**config.mk**
```make
export PLATFORM = sky130hd
export DESIGN_NAME = cubic_bezier_easing
export DESIGN_NICKNAME = d
export VERILOG_FILES = /design/src/rtl/cbe_pkg.sv /design/src/rtl/cubic_bezier_easing.sv /design/src/rtl/cbe_datapath.sv /design/src/rtl/cbe_ctrl.sv
export SDC_FILE = /design/constraint.sdc
export NUM_CORES = 2
export LEC_CHECK = 0
export ABC_CLOCK_PERIOD_IN_PS = 11950
export CAP_MARGIN = 20
export CORE_MARGIN = 2
export CORE_UTILIZATION = 55
export DETAILED_ROUTE_END_ITERATION = 10
export DONT_BUFFER_PORTS = 1
export HOLD_SLACK_MARGIN = 0.15
export PLACE_DENSITY_LB_ADDON = 0.12
export SYNTH_ARGS = -nofsm -noshare
export SYNTH_HDL_FRONTEND = slang
export SYNTH_SLANG_ARGS = --single-unit
```
**constraint.sdc**
```tcl
create_clock -name clk -period 11.95 [get_ports clk]
set_clock_uncertainty 0.05 [all_clocks]
set_input_delay 2.39 -clock clk [delete_from_list [all_inputs] [get_ports clk]]
set_output_delay 2.39 -clock clk [all_outputs]
set_load 0.05 [all_outputs]
```
**src/rtl/cbe_pkg.sv**
```systemverilog
// ----------------------------------------------------------------------------
// cbe_pkg
// Shared widths, constants, types and helpers for the cubic bezier easing
// block.
// ----------------------------------------------------------------------------
package cbe_pkg;

  localparam int FRAC_BITS    = 16;
  localparam int NEWTON_STEPS = 8;
  localparam int BISECT_STEPS = 20;

  localparam int IN_W   = 19;
  localparam int OUT_W  = 20;
  localparam int MODE_W = 3;
  localparam int ACC_W  = 32;
  localparam int U_W    = FRAC_BITS + 3;
  localparam int PROD_W = ACC_W + U_W;
  localparam int QB     = FRAC_BITS + 4;
  localparam int LH_W   = FRAC_BITS + 2;
  localparam int REM_W  = ACC_W + FRAC_BITS;
  localparam int DSH_W  = ACC_W + QB;
  localparam int UD_W   = QB + 3;
  localparam int IT_MAX = (NEWTON_STEPS > BISECT_STEPS) ? NEWTON_STEPS : BISECT_STEPS;
  localparam int IT_W   = $clog2(IT_MAX);
  localparam int DC_W   = $clog2(QB);

  localparam logic signed [ACC_W-1:0] FX_ONE = ACC_W'(64'd1 << FRAC_BITS);
  localparam logic signed [ACC_W-1:0] K42 =
    ACC_W'((64'd42 * (64'd1 << FRAC_BITS) + 64'd50) / 64'd100);
  localparam logic signed [ACC_W-1:0] K58 =
    ACC_W'((64'd58 * (64'd1 << FRAC_BITS) + 64'd50) / 64'd100);
  localparam logic signed [IN_W-1:0] ONE_IN = IN_W'(64'd1 << FRAC_BITS);
  localparam logic signed [ACC_W-1:0] OUT_MAX = ACC_W'((64'd1 << (OUT_W - 1)) - 64'd1);
  localparam logic signed [ACC_W-1:0] OUT_MIN = -ACC_W'(64'd1 << (OUT_W - 1));

  localparam logic [MODE_W-1:0] MODE_STEP        = 3'd0;
  localparam logic [MODE_W-1:0] MODE_LINEAR      = 3'd1;
  localparam logic [MODE_W-1:0] MODE_EASE_IN     = 3'd2;
  localparam logic [MODE_W-1:0] MODE_EASE_OUT    = 3'd3;
  localparam logic [MODE_W-1:0] MODE_EASE_IN_OUT = 3'd4;
  localparam logic [MODE_W-1:0] MODE_BEZIER      = 3'd5;

  typedef enum logic [3:0] {
    S_IDLE, S_DISPATCH, S_DIRECT, S_EVX, S_XCHK, S_EVS, S_SCHK,
    S_DIV, S_NUPD, S_BINIT, S_EVY, S_DONE
  } state_t;

  typedef enum logic [4:0] {
    OP_NONE, OP_LOAD, OP_INIT_X, OP_INIT_SX, OP_INIT_Y, OP_MUL,
    OP_ADD_XB, OP_ADD_XC, OP_ADD_2XB, OP_ADD_YB, OP_ADD_YC, OP_ADD_ZERO,
    OP_SAVE_ERR, OP_DIV_START, OP_DIV_STEP, OP_NEWTON_UPD,
    OP_BIS_INIT, OP_BIS_UPD, OP_OUT_Y, OP_OUT_DIRECT
  } op_t;

  typedef struct packed {
    op_t op;
  } cmd_t;

  typedef struct packed {
    logic curve;
    logic x_eq_t;
    logic slope_zero;
    logic u_in_range;
    logic out_busy;
  } status_t;

  function automatic logic signed [IN_W-1:0] clamp01(input logic signed [IN_W-1:0] v);
    if (v < 0) return '0;
    if (v > ONE_IN) return ONE_IN;
    return v;
  endfunction

endpackage

```
**src/rtl/cubic_bezier_easing.sv**
```systemverilog
// ----------------------------------------------------------------------------
// cubic_bezier_easing
// Eased progress from a time value and a cubic bezier timing curve.
// ----------------------------------------------------------------------------
// Step/linear modes output directly; curve modes run Newton steps, each
// evaluating x(u) and its slope and dividing with the 1-bit/cycle divider,
// with bisection steps as fallback; all curve evaluations share one
// multiplier. One item at a time; a new item is taken while the result waits
// in the output register. Synchronous active-low reset clears the controller
// and the output valid; no memories.
module cubic_bezier_easing (
  input  logic                             clk,
  input  logic                             rst_n,
  input  logic                             in_valid,
  output logic                             in_ready,
  input  logic        [cbe_pkg::MODE_W-1:0] in_mode,
  input  logic signed [cbe_pkg::IN_W-1:0]   in_time_in,
  input  logic signed [cbe_pkg::IN_W-1:0]   in_ctrl_x1,
  input  logic signed [cbe_pkg::IN_W-1:0]   in_ctrl_y1,
  input  logic signed [cbe_pkg::IN_W-1:0]   in_ctrl_x2,
  input  logic signed [cbe_pkg::IN_W-1:0]   in_ctrl_y2,
  output logic                             out_valid,
  input  logic                             out_ready,
  output logic signed [cbe_pkg::OUT_W-1:0]  out_eased_value
);
  import cbe_pkg::*;

  cmd_t    cmd;
  status_t status;

  cbe_ctrl u_ctrl (
    .clk      (clk),
    .rst_n    (rst_n),
    .in_valid (in_valid),
    .in_ready (in_ready),
    .status   (status),
    .cmd      (cmd)
  );

  cbe_datapath u_dp (
    .clk         (clk),
    .rst_n       (rst_n),
    .cmd         (cmd),
    .status      (status),
    .mode        (in_mode),
    .time_in     (in_time_in),
    .ctrl_x1     (in_ctrl_x1),
    .ctrl_y1     (in_ctrl_y1),
    .ctrl_x2     (in_ctrl_x2),
    .ctrl_y2     (in_ctrl_y2),
    .out_ready   (out_ready),
    .out_valid   (out_valid),
    .eased_value (out_eased_value)
  );

endmodule

```
**src/rtl/cbe_datapath.sv**
```systemverilog
// ----------------------------------------------------------------------------
// cbe_datapath
// Coefficient setup, shared rounding multiplier, restoring divider, Newton
// and bisection registers, output register.
// ----------------------------------------------------------------------------
module cbe_datapath (
  input  logic                                clk,
  input  logic                                rst_n,
  input  cbe_pkg::cmd_t                       cmd,
  output cbe_pkg::status_t                    status,
  input  logic        [cbe_pkg::MODE_W-1:0]   mode,
  input  logic signed [cbe_pkg::IN_W-1:0]     time_in,
  input  logic signed [cbe_pkg::IN_W-1:0]     ctrl_x1,
  input  logic signed [cbe_pkg::IN_W-1:0]     ctrl_y1,
  input  logic signed [cbe_pkg::IN_W-1:0]     ctrl_x2,
  input  logic signed [cbe_pkg::IN_W-1:0]     ctrl_y2,
  input  logic                                out_ready,
  output logic                                out_valid,
  output logic signed [cbe_pkg::OUT_W-1:0]    eased_value
);
  import cbe_pkg::*;

  logic signed [ACC_W-1:0]  xa_r, xb_r, xc_r, ya_r, yb_r, yc_r;
  logic signed [ACC_W-1:0]  acc_r, err_r;
  logic signed [PROD_W-1:0] prod_r;
  logic signed [U_W-1:0]    t_r, u_r;
  logic        [LH_W-1:0]   lo_r, hi_r;
  logic        [REM_W-1:0]  rem_r;
  logic        [DSH_W-1:0]  dsh_r;
  logic        [QB-1:0]     q_r;
  logic                     ovf_r, qneg_r, curve_r, step_r;
  logic                     out_valid_r;
  logic signed [OUT_W-1:0]  out_val_r;

  // load-time setup
  logic signed [IN_W-1:0]  t_c;
  logic signed [ACC_W-1:0] p1x, p2x, p1y, p2y;
  logic signed [ACC_W-1:0] ax_c, bx_c, cx_c, ay_c, by_c, cy_c;

  always_comb begin
    t_c = clamp01(time_in);
    p1x = '0;
    p2x = FX_ONE;
    p1y = '0;
    p2y = FX_ONE;
    case (mode)
      MODE_EASE_IN: begin
        p1x = K42;
      end
      MODE_EASE_OUT: begin
        p2x = K58;
      end
      MODE_EASE_IN_OUT: begin
        p1x = K42;
        p2x = K58;
      end
      MODE_BEZIER: begin
        p1x = ACC_W'(clamp01(ctrl_x1));
        p2x = ACC_W'(clamp01(ctrl_x2));
        p1y = ACC_W'(ctrl_y1);
        p2y = ACC_W'(ctrl_y2);
      end
      default: begin
      end
    endcase
    cx_c = (p1x <<< 1) + p1x;
    bx_c = ((p2x <<< 1) + p2x) - ((p1x <<< 2) + (p1x <<< 1));
    ax_c = FX_ONE + ((p1x <<< 1) + p1x) - ((p2x <<< 1) + p2x);
    cy_c = (p1y <<< 1) + p1y;
    by_c = ((p2y <<< 1) + p2y) - ((p1y <<< 2) + (p1y <<< 1));
    ay_c = FX_ONE + ((p1y <<< 1) + p1y) - ((p2y <<< 1) + p2y);
  end

  // rounded product, ties away from zero
  logic [PROD_W-1:0]       pmag;
  logic [PROD_W-1:0]       pr_sum;
  logic signed [ACC_W-1:0] rnd;
  logic signed [ACC_W-1:0] addend;

  always_comb begin
    pmag   = prod_r[PROD_W-1] ? PROD_W'(-prod_r) : PROD_W'(prod_r);
    pr_sum = (pmag + (PROD_W'(1) << (FRAC_BITS - 1))) >> FRAC_BITS;
    rnd    = prod_r[PROD_W-1] ? -ACC_W'(pr_sum) : ACC_W'(pr_sum);
    case (cmd.op)
      OP_ADD_XB:  addend = xb_r;
      OP_ADD_XC:  addend = xc_r;
      OP_ADD_2XB: addend = xb_r <<< 1;
      OP_ADD_YB:  addend = yb_r;
      OP_ADD_YC:  addend = yc_r;
      default:    addend = '0;
    endcase
  end

  // divider setup, Newton update and bisection midpoint
  logic [ACC_W-1:0]        err_mag, slope_mag;
  logic [DSH_W-1:0]        rem_ext;
  logic [QB:0]             qmag;
  logic signed [UD_W-1:0]  qs, ud;
  logic signed [U_W-1:0]   u_new;
  logic signed [ACC_W-1:0] t_ext;
  logic                    x_gt;
  logic [LH_W-1:0]         lo_n, hi_n, u_lh;
  logic [LH_W:0]           mid;

  always_comb begin
    err_mag   = err_r[ACC_W-1] ? ACC_W'(-err_r) : ACC_W'(err_r);
    slope_mag = acc_r[ACC_W-1] ? ACC_W'(-acc_r) : ACC_W'(acc_r);
    rem_ext   = DSH_W'(rem_r);
    qmag      = ovf_r ? (QB+1)'(1) << QB : {1'b0, q_r};
    qs        = qneg_r ? -UD_W'(qmag) : UD_W'(qmag);
    ud        = UD_W'(u_r) - qs;
    if (ud < -UD_W'(FX_ONE)) u_new = -U_W'(FX_ONE);
    else if (ud > UD_W'(FX_ONE <<< 1)) u_new = U_W'(FX_ONE <<< 1);
    else u_new = U_W'(ud);
    t_ext = ACC_W'(t_r);
    x_gt  = acc_r > t_ext;
    u_lh  = LH_W'(u_r);
    lo_n  = x_gt ? lo_r : u_lh;
    hi_n  = x_gt ? u_lh : hi_r;
    mid   = ((LH_W+1)'(lo_n) + (LH_W+1)'(hi_n)) >> 1;
  end

  always_ff @(posedge clk) begin
    case (cmd.op)
      OP_LOAD: begin
        xa_r    <= ax_c;
        xb_r    <= bx_c;
        xc_r    <= cx_c;
        ya_r    <= ay_c;
        yb_r    <= by_c;
        yc_r    <= cy_c;
        t_r     <= U_W'(t_c);
        u_r     <= U_W'(t_c);
        curve_r <= (mode inside {MODE_EASE_IN, MODE_EASE_OUT, MODE_EASE_IN_OUT,
                                 MODE_BEZIER});
        step_r  <= (mode == MODE_STEP);
      end
      OP_INIT_X:  acc_r <= xa_r;
      OP_INIT_SX: acc_r <= (xa_r <<< 1) + xa_r;
      OP_INIT_Y:  acc_r <= ya_r;
      OP_MUL:     prod_r <= PROD_W'(acc_r) * PROD_W'(u_r);
      OP_ADD_XB, OP_ADD_XC, OP_ADD_2XB, OP_ADD_YB, OP_ADD_YC, OP_ADD_ZERO:
        acc_r <= rnd + addend;
      OP_SAVE_ERR: err_r <= acc_r - t_ext;
      OP_DIV_START: begin
        rem_r  <= {err_mag, FRAC_BITS'(0)};
        dsh_r  <= DSH_W'(slope_mag) << (QB - 1);
        ovf_r  <= DSH_W'({err_mag, FRAC_BITS'(0)}) >= (DSH_W'(slope_mag) << QB);
        qneg_r <= err_r[ACC_W-1] ^ acc_r[ACC_W-1];
        q_r    <= '0;
      end
      OP_DIV_STEP: begin
        if (rem_ext >= dsh_r) begin
          rem_r <= REM_W'(rem_ext - dsh_r);
          q_r   <= {q_r[QB-2:0], 1'b1};
        end else begin
          q_r   <= {q_r[QB-2:0], 1'b0};
        end
        dsh_r <= dsh_r >> 1;
      end
      OP_NEWTON_UPD: u_r <= u_new;
      OP_BIS_INIT: begin
        u_r  <= t_r;
        lo_r <= '0;
        hi_r <= LH_W'(FX_ONE);
      end
      OP_BIS_UPD: begin
        lo_r <= lo_n;
        hi_r <= hi_n;
        u_r  <= U_W'(mid);
      end
      OP_OUT_Y: begin
        if (acc_r > OUT_MAX) out_val_r <= OUT_W'(OUT_MAX);
        else if (acc_r < OUT_MIN) out_val_r <= OUT_W'(OUT_MIN);
        else out_val_r <= OUT_W'(acc_r);
      end
      OP_OUT_DIRECT: out_val_r <= step_r ? '0 : OUT_W'(t_r);
      default: begin
      end
    endcase
  end

  always_ff @(posedge clk) begin
    if (!rst_n) begin
      out_valid_r <= 1'b0;
    end else if (cmd.op == OP_OUT_Y || cmd.op == OP_OUT_DIRECT) begin
      out_valid_r <= 1'b1;
    end else if (out_ready) begin
      out_valid_r <= 1'b0;
    end
  end

  assign status.curve      = curve_r;
  assign status.x_eq_t     = (acc_r == t_ext);
  assign status.slope_zero = (acc_r == '0);
  assign status.u_in_range = (u_r >= 0) && (u_r <= U_W'(FX_ONE));
  assign status.out_busy   = out_valid_r && !out_ready;

  assign out_valid   = out_valid_r;
  assign eased_value = out_val_r;

endmodule

```
**src/rtl/cbe_ctrl.sv**
```systemverilog
// ----------------------------------------------------------------------------
// cbe_ctrl
// Sequencer: Horner evaluation phases, Newton iterations with divider,
// bisection fallback and result hand-off.
// ----------------------------------------------------------------------------
module cbe_ctrl (
  input  logic             clk,
  input  logic             rst_n,
  input  logic             in_valid,
  output logic             in_ready,
  input  cbe_pkg::status_t status,
  output cbe_pkg::cmd_t    cmd
);
  import cbe_pkg::*;

  localparam logic [2:0] EVP_LAST = 3'd6;
  localparam logic [2:0] EVS_LAST = 3'd4;

  state_t          state_r, state_nxt;
  logic [2:0]      ph_r, ph_nxt;
  logic [IT_W-1:0] it_r, it_nxt;
  logic [DC_W-1:0] dc_r, dc_nxt;
  logic            bis_r, bis_nxt;

  always_ff @(posedge clk) begin
    if (!rst_n) begin
      state_r <= S_IDLE;
      ph_r    <= '0;
      it_r    <= '0;
      dc_r    <= '0;
      bis_r   <= 1'b0;
    end else begin
      state_r <= state_nxt;
      ph_r    <= ph_nxt;
      it_r    <= it_nxt;
      dc_r    <= dc_nxt;
      bis_r   <= bis_nxt;
    end
  end

  always_comb begin
    state_nxt = state_r;
    ph_nxt    = ph_r;
    it_nxt    = it_r;
    dc_nxt    = dc_r;
    bis_nxt   = bis_r;
    cmd.op    = OP_NONE;
    in_ready  = 1'b0;
    case (state_r)
      S_IDLE: begin
        in_ready = 1'b1;
        if (in_valid) begin
          cmd.op    = OP_LOAD;
          state_nxt = S_DISPATCH;
        end
      end
      S_DISPATCH: begin
        if (status.curve) begin
          state_nxt = S_EVX;
          ph_nxt    = '0;
          it_nxt    = '0;
          bis_nxt   = 1'b0;
        end else begin
          state_nxt = S_DIRECT;
        end
      end
      S_DIRECT: begin
        if (!status.out_busy) begin
          cmd.op    = OP_OUT_DIRECT;
          state_nxt = S_IDLE;
        end
      end
      S_EVX, S_EVY: begin
        if (ph_r == '0) cmd.op = (state_r == S_EVX) ? OP_INIT_X : OP_INIT_Y;
        else if (ph_r inside {3'd1, 3'd3, 3'd5}) cmd.op = OP_MUL;
        else if (ph_r == 3'd2) cmd.op = (state_r == S_EVX) ? OP_ADD_XB : OP_ADD_YB;
        else if (ph_r == 3'd4) cmd.op = (state_r == S_EVX) ? OP_ADD_XC : OP_ADD_YC;
        else cmd.op = OP_ADD_ZERO;
        if (ph_r == EVP_LAST) begin
          ph_nxt    = '0;
          state_nxt = (state_r == S_EVX) ? S_XCHK : S_DONE;
        end else begin
          ph_nxt = ph_r + 3'd1;
        end
      end
      S_XCHK: begin
        if (!bis_r) begin
          if (status.x_eq_t) begin
            state_nxt = status.u_in_range ? S_EVY : S_BINIT;
          end else begin
            cmd.op    = OP_SAVE_ERR;
            state_nxt = S_EVS;
          end
        end else if (status.x_eq_t) begin
          state_nxt = S_EVY;
        end else begin
          cmd.op = OP_BIS_UPD;
          if (it_r == IT_W'(BISECT_STEPS - 1)) begin
            state_nxt = S_EVY;
          end else begin
            it_nxt    = it_r + 1'b1;
            state_nxt = S_EVX;
          end
        end
      end
      S_EVS: begin
        if (ph_r == '0) cmd.op = OP_INIT_SX;
        else if (ph_r inside {3'd1, 3'd3}) cmd.op = OP_MUL;
        else if (ph_r == 3'd2) cmd.op = OP_ADD_2XB;
        else cmd.op = OP_ADD_XC;
        if (ph_r == EVS_LAST) begin
          ph_nxt    = '0;
          state_nxt = S_SCHK;
        end else begin
          ph_nxt = ph_r + 3'd1;
        end
      end
      S_SCHK: begin
        if (status.slope_zero) begin
          state_nxt = S_BINIT;
        end else begin
          cmd.op    = OP_DIV_START;
          dc_nxt    = '0;
          state_nxt = S_DIV;
        end
      end
      S_DIV: begin
        cmd.op = OP_DIV_STEP;
        if (dc_r == DC_W'(QB - 1)) begin
          state_nxt = S_NUPD;
        end else begin
          dc_nxt = dc_r + 1'b1;
        end
      end
      S_NUPD: begin
        cmd.op = OP_NEWTON_UPD;
        if (it_r == IT_W'(NEWTON_STEPS - 1)) begin
          state_nxt = S_BINIT;
        end else begin
          it_nxt    = it_r + 1'b1;
          state_nxt = S_EVX;
        end
      end
      S_BINIT: begin
        cmd.op    = OP_BIS_INIT;
        it_nxt    = '0;
        bis_nxt   = 1'b1;
        ph_nxt    = '0;
        state_nxt = S_EVX;
      end
      S_DONE: begin
        if (!status.out_busy) begin
          cmd.op    = OP_OUT_Y;
          state_nxt = S_IDLE;
        end
      end
      default: state_nxt = S_IDLE;
    endcase
  end

endmodule
```
==> flow_summary.json <==
{
  "outcome": "completed",
  "die_area_um2": 118800,
  "period_utilization_post_route": 0.7489,
  "grt_max_degree": 76,
  "crit_arrival_ps": 9310,
  "fp.coreArea_um2": 114700,
  "die_w_um": 344.6,
  "place_hpwl_um": 133300,
  "average_footprint_of_a_synthesized_cell_um2": 9.303,
  "tritoncts": "done",
  "reg2reg_setup_slack_ps": 3000,
  "vias": 49024,
  "met2_resource_use_gr": 0.5024,
  "pin_count": 124,
  "worst_slew_margin_rel": 0.1865,
  "cap_viol_max_count": 0,
  "worst_path_largest_cell_delay_ps": 730,
  "gp_congestion": 0.9228,
  "yosys_register_bits": 517,
  "drt-wirelength-per-cell_um": 20.58,
  "number_of_synthesized_flops_with_an_enable_pin": 498,
  "synth.distinct_cells": 93,
  "worst_setup_ep_type": "flip-flop",
  "netlist_instances": 6859,
  "hold_class": "reg -> reg",
  "area.growth.synth_to_final_pct": 5.990,
  "rows": 124,
  "nets": 8051,
  "globalRouteOverflowTotal": 0,
  "die_h_um": 344.6,
  "synth_sequential_area_ratio": 0.2403,
  "grt_util_met3": 0.03749,
  "synth_area_um2": 63810,
  "drt.antenna.violating_nets": 0,
  "hold_viol": 0,
  "achievable-frequency_mhz": 111.7,
  "insertion_delay_ps": 670,
  "post-place-cells": 8185,
  "drt-pass1-iter-count": 9,
  "detail_route.vias_per_cell": 5.905,
  "most_numerous_cell_on_the_critical_path": "sky130_fd_sc_hd__xnor2_1",
  "cts_buffers": 61,
  "synth_top_family_by_area": "adder cells",
  "portBuffers": 0,
  "layoutNonFillerInstCount": 8302,
  "detail_route.wirelength_um": 170800,
  "fillerInstances": 9943,
  "timing.critical_path.from_type": "flip-flop",
  "yosys-mux-area-fraction": 0.01202,
  "crit_path_top_delay_cell": "sky130_fd_sc_hd__or4_1",
  "grt_pass1_wl_um": 275200,
  "synth_compound_area_frac": 0.1391,
  "drive_gt1_frac": 0.05184,
  "clock_tree.htree_level_count": 2,
  "total_drc_errors_in_the_routed_layout": 0,
  "postSynth.asyncResetShare": 0,
  "grt_busiest_layer": "met2",
  "post_cts_gate_resize_count": 0,
  "initial_utilization": 0.5565,
  "grtUsageTotal": 0.2937,
  "finalHoldWorstSlack_ps": 456.9,
  "vias_in_the_first_global_route": 50118,
  "finalSetupTns_ps": 0,
  "crit_path_max_fanout": 11,
  "yosys.area_share.adder": 0.3125,
  "timing_max_transition_violations_final": 0,
  "xor_and_xnor_area_share_after_synthesis": 0.06780,
  "number_of_setup_violations_in_the_final_report": 0,
  "clock_pin_slew_of_the_registers_on_the_worst_case_setup_and_hold_paths_ps": 60,
  "final_period_minus_worst_setup_slack_ps": 8949,
  "total_inserted_antenna_cells": 0,
  "rsz0062_at_grt": "no",
  "yosys.area_share.simple": 0.1597,
  "drt_iter0_drc": 3757,
  "cts-hold-fix-buffers": 0,
  "cts_sinks": 517,
  "antenna_found_initial": 0,
  "met1_usage": 0.3917,
  "clock-root-buffer": "sky130_fd_sc_hd__clkbuf_16",
  "cts_max_path_buffers": 3,
  "worst_ep_required_time_ps": 12310,
  "yosysWarnings": 0,
  "synth-main-ff-cell": "sky130_fd_sc_hd__edfxtp_1",
  "tightest_slew_ps": 1211,
  "post-cts-setup-buffer-count": 0,
  "critPathKind": "reg -> reg"
}
-- cells in the mapped netlist (58+ instances only) --
master                     count  area, um2
sky130_fd_sc_hd__inv_1       864       3243
sky130_fd_sc_hd__nand2_1     732       2748
sky130_fd_sc_hd__fa_1        638      12770
sky130_fd_sc_hd__ha_1        573       7169
sky130_fd_sc_hd__edfxtp_1    498      14950
sky130_fd_sc_hd__a21oi_1     402       2012
sky130_fd_sc_hd__nor2_1      355       1333
sky130_fd_sc_hd__xnor2_1     315       2759
sky130_fd_sc_hd__and2_1      301       1883
sky130_fd_sc_hd__clkbuf_1    271       1017
sky130_fd_sc_hd__o21ai_0     242       1211
sky130_fd_sc_hd__xor2_1      179       1568
sky130_fd_sc_hd__a21o_1      154       1156
sky130_fd_sc_hd__nand2b_1    125      782.0
sky130_fd_sc_hd__nor3_1       88      440.4
sky130_fd_sc_hd__nor2b_1      79      494.2
sky130_fd_sc_hd__nand3_1      71      355.3
sky130_fd_sc_hd__o21bai_1     64      480.5
sky130_fd_sc_hd__o21a_1       63      473.0
sky130_fd_sc_hd__mux2_2       61      686.9
sky130_fd_sc_hd__nor4_1       61      381.6
sky130_fd_sc_hd__a222oi_1     60      600.6
sky130_fd_sc_hd__o31ai_1      58      435.4
-- metal layers --
| layer | part of all wire | wire [um] |
|---|---|---|
| met3 | 0.060 | 10320 |
| met4 | 0.030 | 5048 |
| met1 | 0.43 | 72800 |
| met2 | 0.48 | 82650 |
| met5 | 0 | 0 |
-- cells by family after synthesis --
| kind of cell | count (synthesis) |
|---|---|
| xor gates and xnor gates | 494 |
| other | 2 |
| buffers and inverters | 1158 |
| AOI/OAI and AO/OA | 1346 |
| DFF | 517 |
| and+or+nand+nor | 2062 |
| adders and majority gates | 1211 |
| muxes | 69 |
-- worst max-delay path, delay by kind of cell, from the launching register on --
family,cells,cell delay [ps]
fa+ha+maj,2,640
compound gates,12,3520
simple gates,9,3090
xor+xnor,5,1040
flops,1,360
-- state kept, by name (all words and copies together) (netlist names), 3 cells and up --
name / cells
u_dp.ya_r: 32
u_ctrl.dc_r: 5
u_dp.q_r: 20
u_dp.lo_r: 18
u_dp.rem_r: 48
u_ctrl.state_r: 4
u_dp.eased_value: 20
u_dp.acc_r: 32
u_dp.u_r: 19
u_dp.hi_r: 18
u_dp.dsh_r: 51
u_dp.xb_r: 32
u_dp.t_r: 18
u_ctrl.it_r: 5
u_dp.err_r: 32
u_dp.yc_r: 21
u_ctrl.ph_r: 3
u_dp.prod_r: 49
u_dp.xc_r: 20
u_dp.yb_r: 32
u_dp.xa_r: 32
-- cells in the final DEF, fill, tap and decap left out, drive strengths merged, types with 21 or more instances in the layout --
cell	n
clkinv	26
nor2	355
or2	36
mux2	61
a31oi	36
clkbuf	73
or3	47
and3	32
o31ai	58
inv	866
a21oi	402
ha	573
a222oi	60
o211ai	23
and2	301
a21o	154
nand3	71
or4	22
o21bai	64
nor4	65
o21ai	247
a211oi	25
xnor2	315
nor3	89
nand2	732
o21a	63
buf	101
a21boi	30
nand4	57
xor2	179
nor2b	79
fa	638
nand2b	125
a211o	21
edfxtp	498
-- final timing paths --
| path | end | cells after the start | startpoint |
|---|---|---|---|
| hold / removal | u_ctrl.dc_r[1] | 2 | u_ctrl.dc_r[1] |
| setup / recovery | u_dp.acc_r[31] | 28 | u_dp.prod_r[5] |
| setup reg to reg | u_dp.acc_r[31] | 28 | u_dp.prod_r[5] |
| hold reg to reg | u_ctrl.dc_r[1] | 2 | u_ctrl.dc_r[1] |
-- metrics by stage --
step | utilization | worst slack, ps | area, um2
global route | 0.5899 | 2425 | 67630
detailed placement | 0.5713 | 2580 | 65500
finish | 0.5899 | 3001 | 67630
global placement | 0.5711 | 2634 | 65480
CTS | 0.5896 | 3011 | 67600
floorplan | - | 100.5 | 63840
-- final cells by class --
| class | instances | area [um2] | area share |
|---|---|---|---|
| clock inverter | 43 | 473.0 | 0.006993 |
| tap | 1512 | 1892 | 0.02797 |
| multi-input combinational | 5191 | 44270 | 0.6546 |
| timing repair buffer | 102 | 785.8 | 0.01162 |
| sequential | 517 | 15330 | 0.2267 |
| clock buffer | 72 | 1630 | 0.02411 |
| inverter | 865 | 3247 | 0.04801 |
Power is not shown: default switching activity piles up to over one toggle a cycle in this logic, so the estimate is an artifact.
